### config.mk
export PLATFORM = sky130hd
export DESIGN_NAME = gbs_loader
export DESIGN_NICKNAME = d
export VERILOG_FILES = /design/src/hdl/gbs_pkg.sv /design/src/hdl/gbs_loader.sv
export SDC_FILE = /design/constraint.sdc
export NUM_CORES = 1
export LEC_CHECK = 0
export BUFFER_PORTS_ARGS = -buffer_cell sky130_fd_sc_hd__buf_4
export CORE_UTILIZATION = 56
export CTS_CLUSTER_SIZE = 24
export DETAILED_ROUTE_END_ITERATION = 10
export GPL_TIMING_DRIVEN = 0
export PLACE_DENSITY = 0.8
export SLEW_MARGIN = 20
export SYNTH_ARGS = -nofsm -noshare
export SYNTH_HDL_FRONTEND = slang
export SYNTH_SLANG_ARGS = --single-unit
### constraint.sdc
create_clock -name clk_i -period 11.75 [get_ports clk_i]
set_input_delay 2.35 -clock clk_i [delete_from_list [all_inputs] [get_ports clk_i]]
set_output_delay 2.35 -clock clk_i [all_outputs]
set_load 0.02 [all_outputs]
### src/hdl/gbs_pkg.sv
// gbs_pkg: shared constants, types and state encodings for the greedy box
// suppression unit. Depends on nothing; imported by every module in hdl/ but gbs_ram.
`default_nettype none

package gbs_pkg;

  // sizing
  localparam int unsigned MAX_BOXES       = 1024;
  localparam int unsigned MAX_KEEP        = 64;
  localparam int unsigned COORD_FRAC_BITS = 4;

  localparam int unsigned ADDR_W  = (MAX_BOXES > 1) ? $clog2(MAX_BOXES) : 1;
  localparam int unsigned CNT_W   = $clog2(MAX_BOXES + 1);
  localparam int unsigned KADDR_W = (MAX_KEEP > 1) ? $clog2(MAX_KEEP) : 1;

  // fixed field widths
  localparam int unsigned COORD_W = 16;
  localparam int unsigned BOX_W   = 4 * COORD_W;
  localparam int unsigned THR_W   = 16;
  localparam int unsigned KLIM_W  = 7;
  localparam int unsigned KIDX_W  = 10;
  localparam int unsigned RANK_W  = 6;
  localparam int unsigned OUT_W   = KIDX_W + RANK_W;

  // arithmetic widths
  localparam int unsigned ONE     = 1 << COORD_FRAC_BITS;
  localparam int unsigned DIM_W   = COORD_W + 2;      // signed extent
  localparam int unsigned WC_W    = DIM_W - 1;        // clamped extent
  localparam int unsigned AREA_W  = 34;
  localparam int unsigned INTER_W = 2 * WC_W;
  localparam int unsigned UNI_W   = AREA_W + 2;
  localparam int unsigned MA_W    = WC_W;
  localparam int unsigned MB_W    = AREA_W;
  localparam int unsigned PROD_W  = MA_W + MB_W;
  localparam int unsigned ENTRY_W = AREA_W + BOX_W;

  localparam logic signed [DIM_W-1:0] ONE_S = DIM_W'(ONE);

  // configuration
  localparam int unsigned CFG_IDX_W  = 8;
  localparam int unsigned CFG_DATA_W = 16;
  localparam logic [CFG_IDX_W-1:0] CFG_IOU_THRESHOLD = CFG_IDX_W'(0);
  localparam logic [CFG_IDX_W-1:0] CFG_KEEP_LIMIT    = CFG_IDX_W'(1);
  localparam logic [THR_W-1:0]     THR_RESET         = THR_W'(45875);
  localparam logic [KLIM_W-1:0]    KEEP_RESET        = KLIM_W'(64);
  localparam logic [KLIM_W-1:0]    KEEP_MAX          = KLIM_W'(MAX_KEEP);

  // box field offsets
  localparam int unsigned X1_LO = 0;
  localparam int unsigned Y1_LO = COORD_W;
  localparam int unsigned X2_LO = 2 * COORD_W;
  localparam int unsigned Y2_LO = 3 * COORD_W;

  // loader to store write
  typedef struct packed {
    logic                     we;
    logic [ADDR_W-1:0]        addr;
    logic [BOX_W-1:0]         box;
    logic signed [AREA_W-1:0] area;
  } ld_wr_t;

  // pair test result
  typedef struct packed {
    logic done;
    logic suppress;
  } pair_res_t;

  typedef enum logic [3:0] {
    S_LOAD,
    S_START,
    S_OUTER,
    S_IREAD,
    S_JREQ,
    S_JREAD,
    S_TEST,
    S_EREQ,
    S_ERD
  } seq_state_e;

  typedef enum logic [2:0] {
    P_IDLE,
    P_MUL1,
    P_UNION,
    P_MUL2,
    P_CMP
  } pair_state_e;

endpackage

`default_nettype wire

### src/hdl/gbs_loader.sv
// gbs_loader: input stage that registers each box and computes its signed
// inclusive area for the box store. Depends on gbs_pkg.
`default_nettype none

module gbs_loader (
  input  wire logic                          clk_i,
  input  wire logic                          rst_ni,
  input  wire logic                          accept_i,
  input  wire logic [gbs_pkg::BOX_W-1:0]     box_i,
  input  wire logic [gbs_pkg::ADDR_W-1:0]    addr_i,
  input  wire logic                          full_i,
  output gbs_pkg::ld_wr_t                    wr_o
);
  import gbs_pkg::*;

  logic                    we_q;
  logic [ADDR_W-1:0]       addr_q;
  logic [BOX_W-1:0]        box_q;
  logic signed [DIM_W-1:0] dx;
  logic signed [DIM_W-1:0] dy;
  logic signed [2*DIM_W-1:0] prod;

  // write strobe, dropped once the store is full
  always_ff @(posedge clk_i or negedge rst_ni) begin
    if (!rst_ni) begin
      we_q <= 1'b0;
    end else begin
      we_q <= accept_i && !full_i;
    end
  end

  // box payload
  always_ff @(posedge clk_i) begin
    if (accept_i) begin
      addr_q <= addr_i;
      box_q  <= box_i;
    end
  end

  // inclusive extents, may go negative for inverted boxes
  always_comb begin
    dx   = $signed({2'b00, box_q[X2_LO +: COORD_W]})
         - $signed({2'b00, box_q[X1_LO +: COORD_W]}) + ONE_S;
    dy   = $signed({2'b00, box_q[Y2_LO +: COORD_W]})
         - $signed({2'b00, box_q[Y1_LO +: COORD_W]}) + ONE_S;
    prod = dx * dy;
  end

  assign wr_o.we   = we_q;
  assign wr_o.addr = addr_q;
  assign wr_o.box  = box_q;
  assign wr_o.area = prod[AREA_W-1:0];

endmodule

`default_nettype wire

==> qor.yml <==
yosys:
  synth_seq_area_share_pct: 13.9
  synth_edf_count: 74
  syn_nets: 2237
  synthArstFlopShare_pct: 1.33
  synth-seq-cells: 75
  syn_avg_cell_area_um2: 9.42
  yosysWarningCount: 0
  yosysUniqueCellTypes: 70
  syn_inst: 1717
  syn-cell-area_um2: 16200
  yosysTopAreaCell: "fa_1"
  synth_area_leaders: "fa_1 39%, edfxtp_1 14%, inv_1 9.7%"
  ys.flop_type: "edfxtp_1"
  synth_top_area_share_pct: 39.2
timing:
  setup_viol: 4
  rsz0062_at_grt: "yes"
  hold_violations: 0
  fmaxAchievable_mhz: 82.7
  worst_pin_slew_ns: 0.920
  relSlewSlack_pct: 38.7
  min_period_over_period_pct: 103
  period_needed_ns: 12.10
  setup_ws_ns: -0.347
  drv_slew: 0
detailed_routing:
  drt_iter0_drc: 733
  dr.max_layer_used: "met4"
  ant_nets: 0
  viasPerCell: 5.41
  wl_met2_mm: 22.3
  wl_met1_mm: 15.8
  met3WireLength_mm: 2.76
  drc_errors: 0
  vias: 12800
  wl_per_cell_um: 18.1
  dr.pass1.iters: 5
  finalWirelength_mm: 42.8
clock_tree:
  clk_pin_slew_ns: 0.07
  cts_tree: "yes"
  cts_buffers: 9
  cts_buffer_depth: 2
  cts_root_buf: "clkbuf_16"
  cts.sinks: 75
  h-tree-depth: 3
global_route:
  first_global_vias: 13800
  grt_max_degree: 76
  antenna_found_initial: 0
  grt_pass1_wl_mm: 67.6
  track_usage_pct: 30.2
  grt_overflow: 0
critical_path:
  crit_path_end_kind: "output port"
  arrival_ns: 9.75
  slowest_delay_ns: 0.55
  start_kind: "flop"
  critPathRequiredTime_ns: 9.40
  crit_slowest_cell: "fa_1"
  crit_path_frequent_cell: "fa_1"
  crit_type: "reg -> out"
  crit_fanout: 6
min_path:
  min_path_type: "in -> async"
die:
  die_w_um: 172
  initial_core_util_pct: 57.6
  dieArea_um2: 29600
  rows: 61
  num_io_pins: 187
  coreArea_um2: 28100
  die_h_um: 172
placed_design:
  dp_cells: 2281
  portBuffers: 186
  gp_congestion: 0.986
  preCtsSetupSlack_ns: -1.76
  dp_hpwl_mm: 33.5
finish:
  post_route_cells_drive_above_1_share_pct: 22.6
  finalNonFillerCells: 2369
  fin_nets: 2506
  syn_to_final_growth_pct: 22.8
  antennaDiodeCount: 0
outcome:
  outcome: "complete, but fails checks"
  violations: "negative setup slack"
job:
  max-cap-violations: 0
## critical path, delay by kind of cell, from the launching register on
kind                     cells  cell delay, ns
AO/OA/AOI/OAI               12            2.06
XOR/XNOR                     3            0.80
adder cells (fa/ha/maj)      8            3.58
buffers and inverters        9            0.96
flip-flops                   1            0.43
AND/OR/NAND/NOR              7            1.55
## cell usage after synthesis (all sizes together) (3+ instances only)
library cell,n
clkbuf,40
or2,14
buf,6
nor2b,34
nor2,126
nor4b,4
and2,21
o21ai,35
nor3b,4
and3,4
or3,6
nor3,9
inv,420
o21bai,5
o211a,6
fa,317
nor4,8
o211ai,4
o21a,18
ha,125
nand2,166
a21boi,4
xor2,33
a211oi,5
edfxtp,74
a21oi,40
a211o,3
xnor2,55
nand3,14
nand2b,59
a21o,23
## state kept, by name, summed over array words and instances, names as in the netlist
name    flops
addr_q     10
we_q        1
box_q      64
## per-layer routing
layer	GRT usage, %	up-vias
met3	4.88	118
met2	56.3	545
li1	-	5734
met1	34.5	6417
met4	11.9	0
met5	0	-
## cell usage in the layout, fill, tap and decap left out, drive strengths merged, types with 5 or more instances in the layout
master and count:
clkbuf 41, nor3 9, or2 14, o211a 6, o21ai 35, xnor2 55, fa 317, o21a 18
xor2 33, a21o 23, edfxtp 74, or3 6, buf 272, nor2 126, nand3 14, nand2b 59
nand2 166, and2 21, ha 125, o21bai 5, inv 423, nor4 8, nor2b 34, a21oi 40
a211oi 5
## logic make-up (layout without fill, tap and decap cells)
group,Yosys count,count (layout),synth area share (%)
buffers and inverters,466,740,10.9
adder cells (fa/ha/maj),442,442,48.9
multiplexers,3,3,0.286
flip-flops,75,75,13.9
AND/OR/NAND/NOR,481,481,14.3
AO/OA/AOI/OAI,161,161,6.72
XOR/XNOR,89,89,4.95
## final timing paths
check,slack [ns],start,to
worst max-delay path,-0.35,box_q[49],wr_o[33]
worst min-delay path,1.77,rst_ni,we_q
max in group asynchronous,9.90,rst_ni,we_q
min in group clk_i,2.14,full_i,we_q
## through the flow
step	hold slack [ns]	instance area, um2	util (%)	TNS, ns
global route	1.76	19900	70.7	-2.57
finish	1.77	19900	70.7	-0.568
floorplan	2.05	16200	-	0
global placement	2.13	18100	64.3	-13.48
detailed placement	2.13	18100	64.3	-16.47
CTS	1.76	19300	68.7	-0.817
## layout make-up
class	instances	area (um2)
clock buffers	9	225
repair buffers	265	2020
flip-flops and latches	75	2250
clock inverters	7	57.6
inverters	420	1580
multi-input cells	1176	13000
fillers	2079	8230
plain buffers	39	209
well taps	378	473
## what timing repair did
item | CTS | global route
buffers inserted | 48 | 34
gates resized for setup | 118 | 88
endpoints found under the setup margin | 20 | 14
hold buffers | 0 | 0
pin swaps | 52 | 59
Power is left out: the tool's default activity adds up to more than one toggle a clock period on the data nets, which glitch-free logic cannot reach.
