**src/hdl/gbs_ram.sv**
```systemverilog
// gbs_ram: generic single-write, single-read memory with registered read data.
// Depends on nothing.
`default_nettype none

module gbs_ram #(
  parameter  int unsigned WIDTH = 8,
  parameter  int unsigned DEPTH = 16,
  localparam int unsigned AW    = (DEPTH > 1) ? $clog2(DEPTH) : 1
) (
  input  wire logic             clk_i,
  input  wire logic             we_i,
  input  wire logic [AW-1:0]    waddr_i,
  input  wire logic [WIDTH-1:0] wdata_i,
  input  wire logic [AW-1:0]    raddr_i,
  output logic      [WIDTH-1:0] rdata_o
);

  logic [WIDTH-1:0] mem_q [DEPTH];

  // write port
  always_ff @(posedge clk_i) begin
    if (we_i) begin
      mem_q[waddr_i] <= wdata_i;
    end
  end

  // registered read port
  always_ff @(posedge clk_i) begin
    rdata_o <= mem_q[raddr_i];
  end

endmodule

`default_nettype wire

```
**config.mk**
```make
export PLATFORM = sky130hd
export DESIGN_NAME = gbs_ram
export DESIGN_NICKNAME = d
export VERILOG_FILES = /design/src/hdl/gbs_ram.sv
export SDC_FILE = /design/constraint.sdc
export NUM_CORES = 1
export LEC_CHECK = 0
export ABC_AREA = 1
export BUFFER_PORTS_ARGS = -buffer_cell sky130_fd_sc_hd__buf_2
export CAP_MARGIN = 40
export CORE_MARGIN = 1.5
export CORE_UTILIZATION = 35
export CTS_BUF_LIST = sky130_fd_sc_hd__clkbuf_8
export CTS_CLUSTER_DIAMETER = 30
export DETAILED_ROUTE_END_ITERATION = 8
export PLACE_DENSITY = 0.51
export RECOVER_POWER = 25
export SYNTH_ARGS = -nofsm -noshare
export SYNTH_HDL_FRONTEND = slang
export SYNTH_SLANG_ARGS = --single-unit
```
**constraint.sdc**
```tcl
create_clock -name clk_i -period 1.35 [get_ports clk_i]
set_input_delay 0.0675 -clock clk_i [delete_from_list [all_inputs] [get_ports clk_i]]
set_output_delay 0.0675 -clock clk_i [all_outputs]
set_load 0.005 [all_outputs]
```
==> results of run 1 <==
-- power by group through the flow --
stage	sequential [W]	combinational [W]	clock [W]
finish	0.00474	0.000580	0.00351
floorplan	0.00483	0.000333	0
detailed placement	0.00484	0.000591	0
CTS	0.00474	0.000593	0.00361
global placement	0.00484	0.000586	0
global route	0.00475	0.000656	0.00378
-- stage by stage --
stage / utilization (%) / std cells / hold slack [ps]
floorplan: - / 551 / 166.4
global placement: 39.05 / 795 / 446.6
detailed placement: 39.05 / 795 / 448.2
CTS: 41.67 / 827 / 5.107
global route: 41.63 / 827 / 44.10
finish: 41.63 / 827 / 45.00
-- cells in the mapped netlist --
cell type,instances
buf_2,13
inv_2,2
nor2_1,17
edfxtp_1,128
nand3b_1,2
nand3_1,97
nand2_1,173
inv_1,100
dfxtp_1,8
buf_1,1
buf_6,6
buf_4,4
-- area by class of cell --
type	instances	area [um2]
Clock buffer	17	234.0
Tap cell	216	270.3
Sequential cell	136	4004
Fill cell	1592	9339
Clock inverter	15	185.2
Multi-Input combinational cell	289	1214
Timing Repair Buffer	52	371.6
Inverter	102	382.9
-- sequential cells by signal, summed over array words and instances (netlist names) --
register,flops
mem_q,128
rdata_o,8
-- metal layers --
layer	global-route usage (%)	up-vias	part of all wire, %
met3	4.244	21	4.3
met5	0	-	0
met1	22.33	1780	48
met4	7.346	0	1.9
li1	-	1864	-
met2	25.16	79	46
-- worst reg2reg max path, stage by stage, from the launching register on --
cell and delay (ps):
edfxtp_1 370, inv_1 60, nand2_1 40, nand3_1 80
nand3_1 100, nand3_1 160, nand2_1 70
-- final timing paths --
kind / start / end / slack (ps) / cells after the start
worst max register to register: mem_q[7][6]$_DFFE_PP_ / rdata_o[6]$_DFF_P_ / 360 / 6
worst min register to register: mem_q[12][2]$_DFFE_PP_ / rdata_o[2]$_DFF_P_ / 670 / 6
worst min-delay path: wdata_i[7] / mem_q[15][7]$_DFFE_PP_ / 40 / 1
worst max-delay path: rdata_o[7]$_DFF_P_ / rdata_o[7] / 340 / 1
-- cells by family (layout without fill, tap and decap cells) --
group,Yosys count,after routing
buffers and inverters,126,186
flip-flops,136,136
AND/OR/NAND/NOR,289,289
==> flow_metrics.env, run 1 <==
export IMPL_syn_avg_cell_area_um2=10.47
export IMPL_portBuffers=25
export IMPL_p_int_w=0.006885
export IMPL_cts_clk_slew_worst_paths_ps=70
export IMPL_ctsRootBufferMaster="clkbuf_8"
export IMPL_total_power_w=0.008830
export IMPL_tightestPinTransition_ps=770.8
export IMPL_synth_xor_area_share_pct=0
export IMPL_die_area_um2=17260
export IMPL_maxCapViolCount=0
export IMPL_cts_inserted_buffers=17
export IMPL_layout_commonest_cell="nand2_1"
export IMPL_synthMuxAreaShare_pct=0
export IMPL_rsz0062_at_grt="false"
export IMPL_antenna_found_initial=0
export IMPL_power_density_nw_per_um2=1326
export IMPL_overflow=0
export IMPL_setup_viol=0
export IMPL_finalCritPeriodShare_pct=74.96
export IMPL_slew_headroom_pct=48.61
export IMPL_outcome="finished clean"
export IMPL_worst_setup_path_end_kind="output port"
export IMPL_syn_inst=551
export IMPL_cp_required_ps=1280
export IMPL_synth_seq_cells=136
export IMPL_vias=3744
export IMPL_yosys_cell_types_count=12
export IMPL_first_global_vias=3776
export IMPL_hold_path_class="input port to register"
export IMPL_first_iter_violations=417
export IMPL_finalWirelength_mm=13.28
export IMPL_postCtsSetupBuffers=0
export IMPL_firstDrtPassIters=4
export IMPL_cts_buffer_depth=2
export IMPL_drc=0
export IMPL_coreArea_um2=16000
export IMPL_clkPwrFrac_pct=39.7
export IMPL_switchingPower_w=0.001945
export IMPL_cp_buffers_inverters=1
export IMPL_p_leak_nw=2.872
export IMPL_hpwl_mm=8.209
export IMPL_numClockSinks=136
export IMPL_sw_frac_of_total_pct=22.03
export IMPL_grt_pass1_wl_mm=21.12
export IMPL_synth_top_family_by_area="simple AND/OR/NAND/NOR gates"
export IMPL_finalClockSkew_ps=10.78
export IMPL_cp_slowest_cell="dfxtp_1"
export IMPL_gr_usage_all_layers_pct=16.54
export IMPL_cp_max_fo=1
export IMPL_clock_fmax_ghz=0.9882
export IMPL_layout_drive_gt1_share_pct=13.09
export IMPL_ctsResizeCount=0
export IMPL_die_y_um=131.4
export IMPL_ir_drop_mv=0.6290
export IMPL_worstPathCellList="buf_2"
export IMPL_setup_tns_ps=0
export IMPL_antenna_cells=0
export IMPL_start_kind="register"
export IMPL_synthTopCellsByArea="edfxtp_1, nand2_1, nand3_1, inv_1, dfxtp_1"
export IMPL_yosysTopAreaCellShare_pct=66.65
export IMPL_synth_top_cell_by_area="edfxtp_1"
export IMPL_wire_per_inst_um=16.05
export IMPL_viasPerCell=4.527
export IMPL_critical_path_arrival_ps=940
export IMPL_syn_num_nets=569
export IMPL_synth_compound_area_share_pct=0
export IMPL_nets=616
export IMPL_yosysSeqAreaShare_pct=69.43
export IMPL_final_cell_mix="nand2_1, edfxtp_1, inv_1, nand3_1, buf_4"
export IMPL_combPwrFrac_pct=6.6
export IMPL_grt_max_degree=65
export IMPL_htreeDepth=4
export IMPL_finalHoldViolations=0
export IMPL_max_stage_delay_ps=370
export IMPL_rows=46
export IMPL_hold_buffers=0
export IMPL_setup_slack_ps=338.1
export IMPL_preCtsSetupSlack_ps=194.6
export IMPL_syn2layout_area_growth_pct=15.51
export IMPL_crit_type="register to output port"
export IMPL_synthSimpleGateAreaFrac_pct=21.05
export IMPL_die_w_um=131.4
export IMPL_critPathTopFamily="flip-flops"
export IMPL_start_util_pct=36.04
export IMPL_drtAntennaViolNets=0
export IMPL_syn_area_um2=5767
export IMPL_gp_congestion=0.8078
export IMPL_final_area_um2=6661
export IMPL_seq_power_share_pct=53.7
export IMPL_io_pin_count=26
export IMPL_period_needed_ps=1012
export IMPL_synthAdderAreaFrac_pct=0
export IMPL_slew_violations=0
export IMPL_clk_latency_ps=440
export IMPL_cts_tree="yes"
export IMPL_ys_warn_count=0
export IMPL_dpl_cell_area_um2=6248
(Power assumes the default switching activity.)
==> inputs of run 2 (changes only) <==
==> constraint.sdc (replaced) <==
create_clock -name clk_i -period 1.1 [get_ports clk_i]
set_input_delay 0.055 -clock clk_i [delete_from_list [all_inputs] [get_ports clk_i]]
set_output_delay 0.055 -clock clk_i [all_outputs]
set_load 0.005 [all_outputs]
==> run 2 against run 1 <==
Net effect:
- clock power up 17%
- cell area grew 1.1%
- register-to-register slack got worse by 250 ps
- final cell count is 0.97% higher
- routed wire length fell by 0.84%
- worst hold slack improved by 37 ps
- sequential share of layout area is 0.65 points lower
- total power increased by 21%
- non-clock buffer count grew 8
- largest power group unchanged
==> flow_metrics.env, run 2 (synthesis results as in run 1) <==
export IMPL_outcome="finished clean"
export IMPL_drtAntennaViolNets=0
export IMPL_drc=0
export IMPL_finalWirelength_mm=13.17
export IMPL_syn2layout_area_growth_pct=16.77
export IMPL_cts_tree="yes"
export IMPL_cp_max_fo=1
export IMPL_cp_required_ps=1040
export IMPL_timing_rr_end="rdata_o[6]$_DFF_P_"
export IMPL_layout_drive_gt1_share_pct=13.73
export IMPL_cts_buffer_depth=2
export IMPL_r2r_start="mem_q[1][6]$_DFFE_PP_"
export IMPL_cts_clk_slew_worst_paths_ps=70
export IMPL_ctsRootBufferMaster="clkbuf_8"
export IMPL_die_y_um=131.4
export IMPL_ir_drop_mv=0.7905
export IMPL_dp_cells=800
export IMPL_gp_congestion=0.8228
export IMPL_preCtsSetupSlack_ps=-68.81
export IMPL_switchingPower_w=0.002428
export IMPL_regToRegSetupSlack_ps=110
export IMPL_finalClockSkew_ps=6.429
export IMPL_postCtsSetupBuffers=0
export IMPL_slew_violations=0
export IMPL_tightestPinTransition_ps=1012
export IMPL_rows=46
export IMPL_finalCritPeriodShare_pct=91.53
export IMPL_layout_commonest_cell="nand2_1"
export IMPL_wire_per_inst_um=15.77
export IMPL_hp_start="raddr_i[3]"
export IMPL_largest_register="mem_q"
export IMPL_hpwl_mm=8.569
export IMPL_portBuffers=25
export IMPL_io_pin_count=26
export IMPL_largestRegisters="mem_q (128), rdata_o (8)"
export IMPL_largest_reg_flops=128
export IMPL_final_cell_mix="nand2_1, edfxtp_1, inv_1, nand3_1, buf_4"
export IMPL_antenna_cells=0
export IMPL_coreArea_um2=16000
export IMPL_start_kind="register"
export IMPL_nets=624
export IMPL_setup_tns_ps=0
export IMPL_first_global_vias=3699
export IMPL_min_path_cells=4
export IMPL_p_int_w=0.008247
export IMPL_r2r_cells=6
export IMPL_finalNonFillerCells=835
export IMPL_htreeDepth=4
export IMPL_sw_frac_of_total_pct=22.75
export IMPL_first_iter_violations=352
export IMPL_slew_headroom_pct=32.51
export IMPL_start_util_pct=36.04
export IMPL_crit_type="register to output port"
export IMPL_critPathTopFamily="flip-flops"
export IMPL_vias=3776
export IMPL_cp_slowest_cell="dfxtp_1"
export IMPL_die_area_um2=17260
export IMPL_max_stage_delay_ps=370
export IMPL_grt_pass1_wl_mm=20.89
export IMPL_fin_hold_ws_ps=82.28
export IMPL_clk_latency_ps=440
export IMPL_hold_path_endpoint="rdata_o[6]$_DFF_P_"
export IMPL_viasPerCell=4.522
export IMPL_die_w_um=131.4
export IMPL_combPwrFrac_pct=7.0
export IMPL_rsz0062_at_grt="false"
export IMPL_overflow=0
export IMPL_setup_viol=0
export IMPL_grt_max_degree=46
export IMPL_fin_util_pct=42.09
export IMPL_period_needed_ps=1007
export IMPL_power_density_nw_per_um2=1585
export IMPL_cts_inserted_buffers=17
export IMPL_worstPathCellList="buf_2"
export IMPL_maxCapViolCount=0
export IMPL_numClockSinks=136
export IMPL_hold_path_class="input port to register"
export IMPL_gr_usage_all_layers_pct=16.30
export IMPL_finalHoldViolations=0
export IMPL_cp_buffers_inverters=1
export IMPL_fillers=1606
export IMPL_p_leak_nw=2.912
export IMPL_worst_setup_path_end_kind="output port"
export IMPL_clock_fmax_ghz=0.9932
export IMPL_antenna_found_initial=0
export IMPL_seq_power_share_pct=54.5
export IMPL_setup_slack_ps=93.20
export IMPL_firstDrtPassIters=4
export IMPL_critical_path_arrival_ps=950
export IMPL_clkPwrFrac_pct=38.5
run 2: through the flow:
stage / total power [W] / cell area [um2]
floorplan: 0.006341 / 5767
global placement: 0.006684 / 6311
detailed placement: 0.006690 / 6311
CTS: 0.01077 / 6735
global route: 0.01107 / 6734
finish: 0.01068 / 6734
run 2: cell type report:
cell class                 count  area (um2)  area share [%]
timing repair buffer          60       464.2           6.893
clock buffer                  17       234.0           3.475
sequential                   136        4004           59.46
clock inverter                15       160.2           2.378
tap                          216       270.3           4.013
multi-input combinational    289        1219           18.10
inverter                     102       382.9           5.686
run 2: power by group through the flow:
stage               Clock, W  Combinational (W)  Sequential, W
finish               0.00411           0.000747        0.00582
detailed placement         0           0.000754        0.00594
floorplan                  0           0.000409        0.00593
global route         0.00439           0.000842        0.00583
CTS                  0.00419           0.000764        0.00582
global placement           0           0.000751        0.00593
run 2: worst max-delay path by stage:
stage                                from               endpoint  cells after the start
detailed placement             waddr_i[3]  mem_q[4][2]$_DFFE_PP_                      4
global route        mem_q[5][0]$_DFFE_PP_     rdata_o[0]$_DFF_P_                      6
global placement               waddr_i[3]  mem_q[4][2]$_DFFE_PP_                      4
CTS                    rdata_o[7]$_DFF_P_             rdata_o[7]                      1
finish                 rdata_o[7]$_DFF_P_             rdata_o[7]                      1
floorplan                      waddr_i[3]  mem_q[4][0]$_DFFE_PP_                      2
run 2: layer usage:
layer / GRT usage (%) / part of all wire, % / vias up
li1: - / - / 1878
met1: 22.52 / 46 / 1784
met2: 25.37 / 46 / 99
met3: 3.511 / 6.7 / 15
met4: 5.926 / 1.3 / 0
met5: 0 / 0 / -
run 2: what timing repair did:
action,4_1_cts,5_1_grt
resized for setup,0,1
hold buffers,3,0
hold endpoints to repair,34,0
endpoints found under the setup margin,0,1
