`src/hdl/gbs_pkg.sv`:
```
// gbs_pkg: shared constants, types and state encodings for the greedy box
// suppression unit. Depends on nothing; imported by every module in hdl/ but gbs_ram.
`default_nettype none

package gbs_pkg;

  // sizing
  localparam int unsigned MAX_BOXES       = 1024;
  localparam int unsigned MAX_KEEP        = 64;
  localparam int unsigned COORD_FRAC_BITS = 4;

  localparam int unsigned ADDR_W  = (MAX_BOXES > 1) ? $clog2(MAX_BOXES) : 1;
  localparam int unsigned CNT_W   = $clog2(MAX_BOXES + 1);
  localparam int unsigned KADDR_W = (MAX_KEEP > 1) ? $clog2(MAX_KEEP) : 1;

  // fixed field widths
  localparam int unsigned COORD_W = 16;
  localparam int unsigned BOX_W   = 4 * COORD_W;
  localparam int unsigned THR_W   = 16;
  localparam int unsigned KLIM_W  = 7;
  localparam int unsigned KIDX_W  = 10;
  localparam int unsigned RANK_W  = 6;
  localparam int unsigned OUT_W   = KIDX_W + RANK_W;

  // arithmetic widths
  localparam int unsigned ONE     = 1 << COORD_FRAC_BITS;
  localparam int unsigned DIM_W   = COORD_W + 2;      // signed extent
  localparam int unsigned WC_W    = DIM_W - 1;        // clamped extent
  localparam int unsigned AREA_W  = 34;
  localparam int unsigned INTER_W = 2 * WC_W;
  localparam int unsigned UNI_W   = AREA_W + 2;
  localparam int unsigned MA_W    = WC_W;
  localparam int unsigned MB_W    = AREA_W;
  localparam int unsigned PROD_W  = MA_W + MB_W;
  localparam int unsigned ENTRY_W = AREA_W + BOX_W;

  localparam logic signed [DIM_W-1:0] ONE_S = DIM_W'(ONE);

  // configuration
  localparam int unsigned CFG_IDX_W  = 8;
  localparam int unsigned CFG_DATA_W = 16;
  localparam logic [CFG_IDX_W-1:0] CFG_IOU_THRESHOLD = CFG_IDX_W'(0);
  localparam logic [CFG_IDX_W-1:0] CFG_KEEP_LIMIT    = CFG_IDX_W'(1);
  localparam logic [THR_W-1:0]     THR_RESET         = THR_W'(45875);
  localparam logic [KLIM_W-1:0]    KEEP_RESET        = KLIM_W'(64);
  localparam logic [KLIM_W-1:0]    KEEP_MAX          = KLIM_W'(MAX_KEEP);

  // box field offsets
  localparam int unsigned X1_LO = 0;
  localparam int unsigned Y1_LO = COORD_W;
  localparam int unsigned X2_LO = 2 * COORD_W;
  localparam int unsigned Y2_LO = 3 * COORD_W;

  // loader to store write
  typedef struct packed {
    logic                     we;
    logic [ADDR_W-1:0]        addr;
    logic [BOX_W-1:0]         box;
    logic signed [AREA_W-1:0] area;
  } ld_wr_t;

  // pair test result
  typedef struct packed {
    logic done;
    logic suppress;
  } pair_res_t;

  typedef enum logic [3:0] {
    S_LOAD,
    S_START,
    S_OUTER,
    S_IREAD,
    S_JREQ,
    S_JREAD,
    S_TEST,
    S_EREQ,
    S_ERD
  } seq_state_e;

  typedef enum logic [2:0] {
    P_IDLE,
    P_MUL1,
    P_UNION,
    P_MUL2,
    P_CMP
  } pair_state_e;

endpackage

`default_nettype wire

```
`src/hdl/gbs_pair_unit.sv`:
```
// gbs_pair_unit: overlap test of one kept box against one later box, using a
// single shared multiplier for intersection and threshold products.
// Depends on gbs_pkg.
`default_nettype none

module gbs_pair_unit (
  input  wire logic                            clk_i,
  input  wire logic                            rst_ni,
  input  wire logic                            start_i,
  input  wire logic [gbs_pkg::BOX_W-1:0]       box_a_i,
  input  wire logic signed [gbs_pkg::AREA_W-1:0] area_a_i,
  input  wire logic [gbs_pkg::BOX_W-1:0]       box_b_i,
  input  wire logic signed [gbs_pkg::AREA_W-1:0] area_b_i,
  input  wire logic [gbs_pkg::THR_W-1:0]       thr_i,
  output gbs_pkg::pair_res_t                   res_o
);
  import gbs_pkg::*;

  pair_state_e state_q, state_d;

  logic [WC_W-1:0]          w_q, h_q;
  logic signed [UNI_W-1:0]  sum_q;
  logic [PROD_W-1:0]        prod_q;
  logic [INTER_W-1:0]       inter_q;
  logic [MB_W-1:0]          uni_q;
  logic                     nonpos_q;

  logic [COORD_W-1:0]       lo_x, hi_x, lo_y, hi_y;
  logic signed [DIM_W-1:0]  w_raw, h_raw;
  logic [WC_W-1:0]          w_clamp, h_clamp;
  logic [MA_W-1:0]          mul_a;
  logic [MB_W-1:0]          mul_b;
  logic [PROD_W-1:0]        mul_p;
  logic signed [UNI_W-1:0]  uni;

  // overlap extents, empty overlap clamps to zero
  always_comb begin
    hi_x = (box_a_i[X1_LO +: COORD_W] > box_b_i[X1_LO +: COORD_W]) ?
           box_a_i[X1_LO +: COORD_W] : box_b_i[X1_LO +: COORD_W];
    hi_y = (box_a_i[Y1_LO +: COORD_W] > box_b_i[Y1_LO +: COORD_W]) ?
           box_a_i[Y1_LO +: COORD_W] : box_b_i[Y1_LO +: COORD_W];
    lo_x = (box_a_i[X2_LO +: COORD_W] < box_b_i[X2_LO +: COORD_W]) ?
           box_a_i[X2_LO +: COORD_W] : box_b_i[X2_LO +: COORD_W];
    lo_y = (box_a_i[Y2_LO +: COORD_W] < box_b_i[Y2_LO +: COORD_W]) ?
           box_a_i[Y2_LO +: COORD_W] : box_b_i[Y2_LO +: COORD_W];
    w_raw   = $signed({2'b00, lo_x}) - $signed({2'b00, hi_x}) + ONE_S;
    h_raw   = $signed({2'b00, lo_y}) - $signed({2'b00, hi_y}) + ONE_S;
    w_clamp = w_raw[DIM_W-1] ? '0 : w_raw[WC_W-1:0];
    h_clamp = h_raw[DIM_W-1] ? '0 : h_raw[WC_W-1:0];
  end

  // shared multiplier: width times height, then threshold times union
  always_comb begin
    if (state_q == P_MUL2) begin
      mul_a = MA_W'(thr_i);
      mul_b = uni_q;
    end else begin
      mul_a = w_q;
      mul_b = MB_W'(h_q);
    end
    mul_p = mul_a * mul_b;
  end

  assign uni = sum_q - $signed({{(UNI_W-INTER_W){1'b0}}, prod_q[INTER_W-1:0]});

  // sequencer
  always_comb begin
    state_d = state_q;
    case (state_q)
      P_IDLE:  if (start_i) state_d = P_MUL1;
      P_MUL1:  state_d = P_UNION;
      P_UNION: state_d = P_MUL2;
      P_MUL2:  state_d = P_CMP;
      P_CMP:   state_d = P_IDLE;
      default: state_d = P_IDLE;
    endcase
  end

  always_ff @(posedge clk_i or negedge rst_ni) begin
    if (!rst_ni) begin
      state_q <= P_IDLE;
    end else begin
      state_q <= state_d;
    end
  end

  // datapath registers
  always_ff @(posedge clk_i) begin
    case (state_q)
      P_IDLE: begin
        if (start_i) begin
          w_q   <= w_clamp;
          h_q   <= h_clamp;
          sum_q <= UNI_W'(area_a_i) + UNI_W'(area_b_i);
        end
      end
      P_MUL1: prod_q <= mul_p;
      P_UNION: begin
        inter_q  <= prod_q[INTER_W-1:0];
        uni_q    <= uni[MB_W-1:0];
        nonpos_q <= (uni <= 0);
      end
      P_MUL2: prod_q <= mul_p;
      default: begin
      end
    endcase
  end

  // inter * 65536 > threshold * union, never when the union is not positive
  assign res_o.done     = (state_q == P_CMP);
  assign res_o.suppress = !nonpos_q && (PROD_W'({inter_q, 16'd0}) > prod_q);

endmodule

`default_nettype wire

```
`config.mk`:
```
export PLATFORM = sky130hd
export DESIGN_NAME = gbs_pair_unit
export DESIGN_NICKNAME = d
export VERILOG_FILES = /design/src/hdl/gbs_pkg.sv /design/src/hdl/gbs_pair_unit.sv
export SDC_FILE = /design/constraint.sdc
export NUM_CORES = 2
export LEC_CHECK = 0
export BUFFER_PORTS_ARGS = -buffer_cell sky130_fd_sc_hd__buf_4
export CORE_UTILIZATION = 55
export CTS_BUF_LIST = sky130_fd_sc_hd__clkbuf_4 sky130_fd_sc_hd__clkbuf_8 sky130_fd_sc_hd__clkbuf_16
export DETAILED_ROUTE_END_ITERATION = 16
export PLACE_DENSITY = 0.82
export SLEW_MARGIN = 20
export SYNTH_ARGS = -nofsm -noshare
export SYNTH_HDL_FRONTEND = slang
export SYNTH_SLANG_ARGS = --single-unit
```
`constraint.sdc`:
```
create_clock -name clk_i -period 10.2 [get_ports clk_i]
set_clock_uncertainty 0.1 [all_clocks]
set_input_delay 0.51 -clock clk_i [delete_from_list [all_inputs] [get_ports clk_i]]
set_output_delay 0.51 -clock clk_i [all_outputs]
set_load 0.1 [all_outputs]
```
==> impl_metrics.sql <==
INSERT INTO impl_metrics (metric_group, metric, value, unit) VALUES
('outcome', 'status', 'complete, no violations', ''),
('worst_setup_path', 'crit_fanout', '39', ''),
('drt', 'drt.antenna.violating_nets', '0', ''),
('synth', 'synth_top_area_cell', 'sky130_fd_sc_hd__fa_1', ''),
('synth', 'synth_largest_type_area_fraction', '0.284', ''),
('synth', 'synth-async-reset-ratio', '0.0156', ''),
('clock_network', 'post_cts_buffers', '0', ''),
('placed_design', 'port_buffers', '216', ''),
('global_route', 'total_congestion_overflow_after_global_routing', '0', ''),
('sta', 'fmaxAchievable', '110', 'MHz'),
('clock_network', 'clock_sink_count', '192', ''),
('sta', 'fin_crit', '9.06', 'ns'),
('worst_setup_path', 'cell_count_of_the_worst_reg_to_reg_path', '27', ''),
('sta', 'rsz0062_at_grt', 'false', ''),
('global_route', 'global_route.usage.total', '0.298', ''),
('worst_setup_path', 'reg2reg_setup_slack', '1.14', 'ns'),
('synth', 'post_synth_num_cell_types', '108', ''),
('min_path', 'holdCritStartpoint', 'area_b_i[0]', ''),
('global_route', 'antenna_found_initial', '0', ''),
('worst_setup_path', 'worst_ep_required_time', '10.36', 'ns'),
('global_route', 'grt_start_max_net_pins', '83', ''),
('worst_setup_path', 'timing.critical_path.from', 'state_q[1]$_DFFE_PN0P_', ''),
('sta', 'fin_setup_tns', '0', 'ns'),
('synth', 'number_of_synthesized_register_bits', '192', ''),
('placed_design', 'hpwl', '75700', 'um'),
('synth', 'netlist_top_cells_area', 'sky130_fd_sc_hd__fa_1, sky130_fd_sc_hd__edfxtp_1, sky130_fd_sc_hd__ha_1, sky130_fd_sc_hd__inv_1, sky130_fd_sc_hd__nand2_1', ''),
('floorplanning', 'placementRows', '90', ''),
('sta', 'worst_pin_slew', '1.00', 'ns'),
('worst_setup_path', 'critical_path_class', 'register to register', ''),
('sta', 'hold_viol', '0', ''),
('synth', 'synthMostInstantiatedCell', 'sky130_fd_sc_hd__inv_1', ''),
('synth', 'synth_enable_flop_cells', '189', ''),
('min_path', 'sink_of_the_worst_hold_path', 'sum_q[0]$_DFFE_PP_', ''),
('floorplanning', 'die_h', '251', 'um'),
('cells_and_area', 'layout-drive-gt1-share', '0.0906', ''),
('global_route', 'first_global_vias', '27753', ''),
('clock_network', 'worstSkewPairLatency', '0.47', 'ns'),
('min_path', 'count_of_cells_along_the_worst_hold_path', '2', ''),
('worst_setup_path', 'worstSetupEndpointType', 'register', ''),
('flow_run', 'maxCapViolCount', '0', ''),
('clock_network', 'tritoncts.num_buffers', '17', ''),
('cells_and_area', 'final_net_count', '4937', ''),
('sta', 'final_min_period_over_clock_period', '0.888', ''),
('drt', 'postRouteWirelength', '91700', 'um'),
('drt', 'average_via_count_per_standard_cell', '5.83', ''),
('synth', 'syn_area', '0.0340', 'mm2'),
('floorplanning', 'floorplan.initialDensity', '0.560', ''),
('cells_and_area', 'final_core_util', '0.608', ''),
('clock_network', 'tritoncts', 'built', ''),
('sta', 'timing_max_transition_violations_final', '0', ''),
('clock_network', 'clockRootBuffer', 'sky130_fd_sc_hd__clkbuf_16', ''),
('min_path', 'hold_path.class', 'primary input to register', ''),
('synth', 'synthTopCellsByCount', 'sky130_fd_sc_hd__inv_1, sky130_fd_sc_hd__nand2_1, sky130_fd_sc_hd__fa_1', ''),
('drt', 'avgRoutedWirePerCell', '19.5', 'um'),
('synth', 'postSynthAreaPerCell', '9.01', 'um2'),
('sta', 'slew-limit-headroom', '0.330', ''),
('sta', 'finalSetupViolations', '0', ''),
('drt', 'drt-pass1-iter-count', '6', ''),
('synth', 'yosysWarningCount', '0', ''),
('drt', 'post-route-drc-count', '0', ''),
('worst_setup_path', 'worst_r2r_startpoint', 'state_q[1]$_DFFE_PN0P_', ''),
('clock_network', 'clkSlewWorstSetupHoldPaths', '0.09', 'ns'),
('clock_network', 'clockBufferDepth', '2', ''),
('drt', 'detailedRoute.firstIterationViolations', '2368', ''),
('clock_network', 'quantity_of_gates_resized_following_cts', '0', ''),
('synth', 'synthFlopType', 'sky130_fd_sc_hd__edfxtp_1', ''),
('sta', 'timing.final.ws_setup', '1.14', 'ns'),
('floorplanning', 'core', '0.0607', 'mm2'),
('placed_design', 'detailedPlace.worstSlack', '1.33', 'ns'),
('floorplanning', 'ioPinCount', '217', ''),
('drt', 'via_count', '27466', '');
routing by layer:
layer / vias to the layer above / wire [um] / track usage
met2: 1397 / 42700 / 0.481
met5: - / 0 / 0
met3: 251 / 8610 / 0.0545
met1: 13298 / 36300 / 0.393
met4: 0 / 4100 / 0.132
li1: 12520 / - / -
kinds of logic after synthesis:
kind of cell             Yosys count  synth area share
XOR/XNOR                         133            0.0343
multiplexers                     102            0.0313
other                              2          0.000221
adder cells (fa/ha/maj)          806             0.403
buffers and inverters            858            0.0972
AO/OA/AOI/OAI                    541             0.108
flip-flops                       192             0.169
AND/OR/NAND/NOR                 1140             0.156
state kept, by name (all words and copies together), names as in the netlist:
register	cells
prod_q	51
sum_q	35
inter_q	34
uni_q	34
h_q	17
w_q	17
state_q	3
nonpos_q	1
cell usage in the layout, fill, tap and decap left out, types with 79 or more instances in the layout:
cell type and n:
sky130_fd_sc_hd__inv_1 730, sky130_fd_sc_hd__nand2_1 508, sky130_fd_sc_hd__fa_1 483, sky130_fd_sc_hd__ha_1 323
sky130_fd_sc_hd__nor2_1 238, sky130_fd_sc_hd__buf_4 234, sky130_fd_sc_hd__edfxtp_1 189, sky130_fd_sc_hd__a21oi_1 148
sky130_fd_sc_hd__and3_1 139, sky130_fd_sc_hd__a21o_1 105, sky130_fd_sc_hd__o21ai_0 79, sky130_fd_sc_hd__xnor2_1 79
how the worst max path moves through the flow:
stage	endpoint	slack [ns]	depth (start not counted)
finish	prod_q[49]$_DFFE_PP_	1.14	27
global route	prod_q[49]$_DFFE_PP_	0.57	27
CTS	prod_q[49]$_DFFE_PP_	1.35	27
detailed placement	prod_q[49]$_DFFE_PP_	1.33	27
global placement	prod_q[45]$_DFFE_PP_	1.58	25
floorplan	h_q[0]$_SDFFCE_PP0P_	1.58	3
critical path, stage by stage (launching register included):
cell and delay [ns]:
sky130_fd_sc_hd__dfrtp_1 0.79, sky130_fd_sc_hd__nand2_2 0.50, sky130_fd_sc_hd__inv_2 0.75, sky130_fd_sc_hd__nand2_1 0.11, sky130_fd_sc_hd__nand2_1 0.46, sky130_fd_sc_hd__nand2_1 0.17, sky130_fd_sc_hd__fa_1 0.55, sky130_fd_sc_hd__inv_1 0.05
sky130_fd_sc_hd__fa_1 0.50, sky130_fd_sc_hd__inv_1 0.06, sky130_fd_sc_hd__fa_1 0.53, sky130_fd_sc_hd__inv_1 0.05, sky130_fd_sc_hd__fa_1 0.47, sky130_fd_sc_hd__fa_1 0.51, sky130_fd_sc_hd__inv_1 0.06, sky130_fd_sc_hd__fa_1 0.47
sky130_fd_sc_hd__inv_1 0.04, sky130_fd_sc_hd__ha_1 0.34, sky130_fd_sc_hd__and3_1 0.20, sky130_fd_sc_hd__and2_1 0.17, sky130_fd_sc_hd__nand2_1 0.07, sky130_fd_sc_hd__nand4bb_1 0.25, sky130_fd_sc_hd__a21o_1 0.26, sky130_fd_sc_hd__a311oi_2 0.43
sky130_fd_sc_hd__o2111ai_1 0.31, sky130_fd_sc_hd__nand2b_1 0.24, sky130_fd_sc_hd__a21oi_1 0.09, sky130_fd_sc_hd__a2111oi_1 0.28
per-stage QoR:
step           cell area [um2]  cells  hold slack (ns)
2_1_floorplan            34100   3789            0.114
3_3_place_gp             36300   4678            0.222
3_5_place_dp             36300   4678            0.224
4_1_cts                  36900   4711            0.218
5_1_grt                  36900   4711            0.246
6_report                 36900   4711            0.249
area by class of cell:
| cell class | instances | area (um2) |
|---|---|---|
| Clock buffer | 17 | 425 |
| Fill cell | 5045 | 23800 |
| Multi-Input combinational cell | 2739 | 25000 |
| Inverter | 731 | 2740 |
| Clock inverter | 15 | 186 |
| Tap cell | 782 | 978 |
| Timing Repair Buffer | 235 | 1770 |
| Sequential cell | 192 | 5750 |
timing repair:
| item | in CTS | in global routing |
|---|---|---|
| endpoints found under the hold margin | 3 | 0 |
| hold buffers | 1 | 0 |
| endpoints found under the setup margin | 0 | 0 |
Power is not shown: default switching activity piles up to over one toggle a cycle in this logic, so the estimate is an artifact.
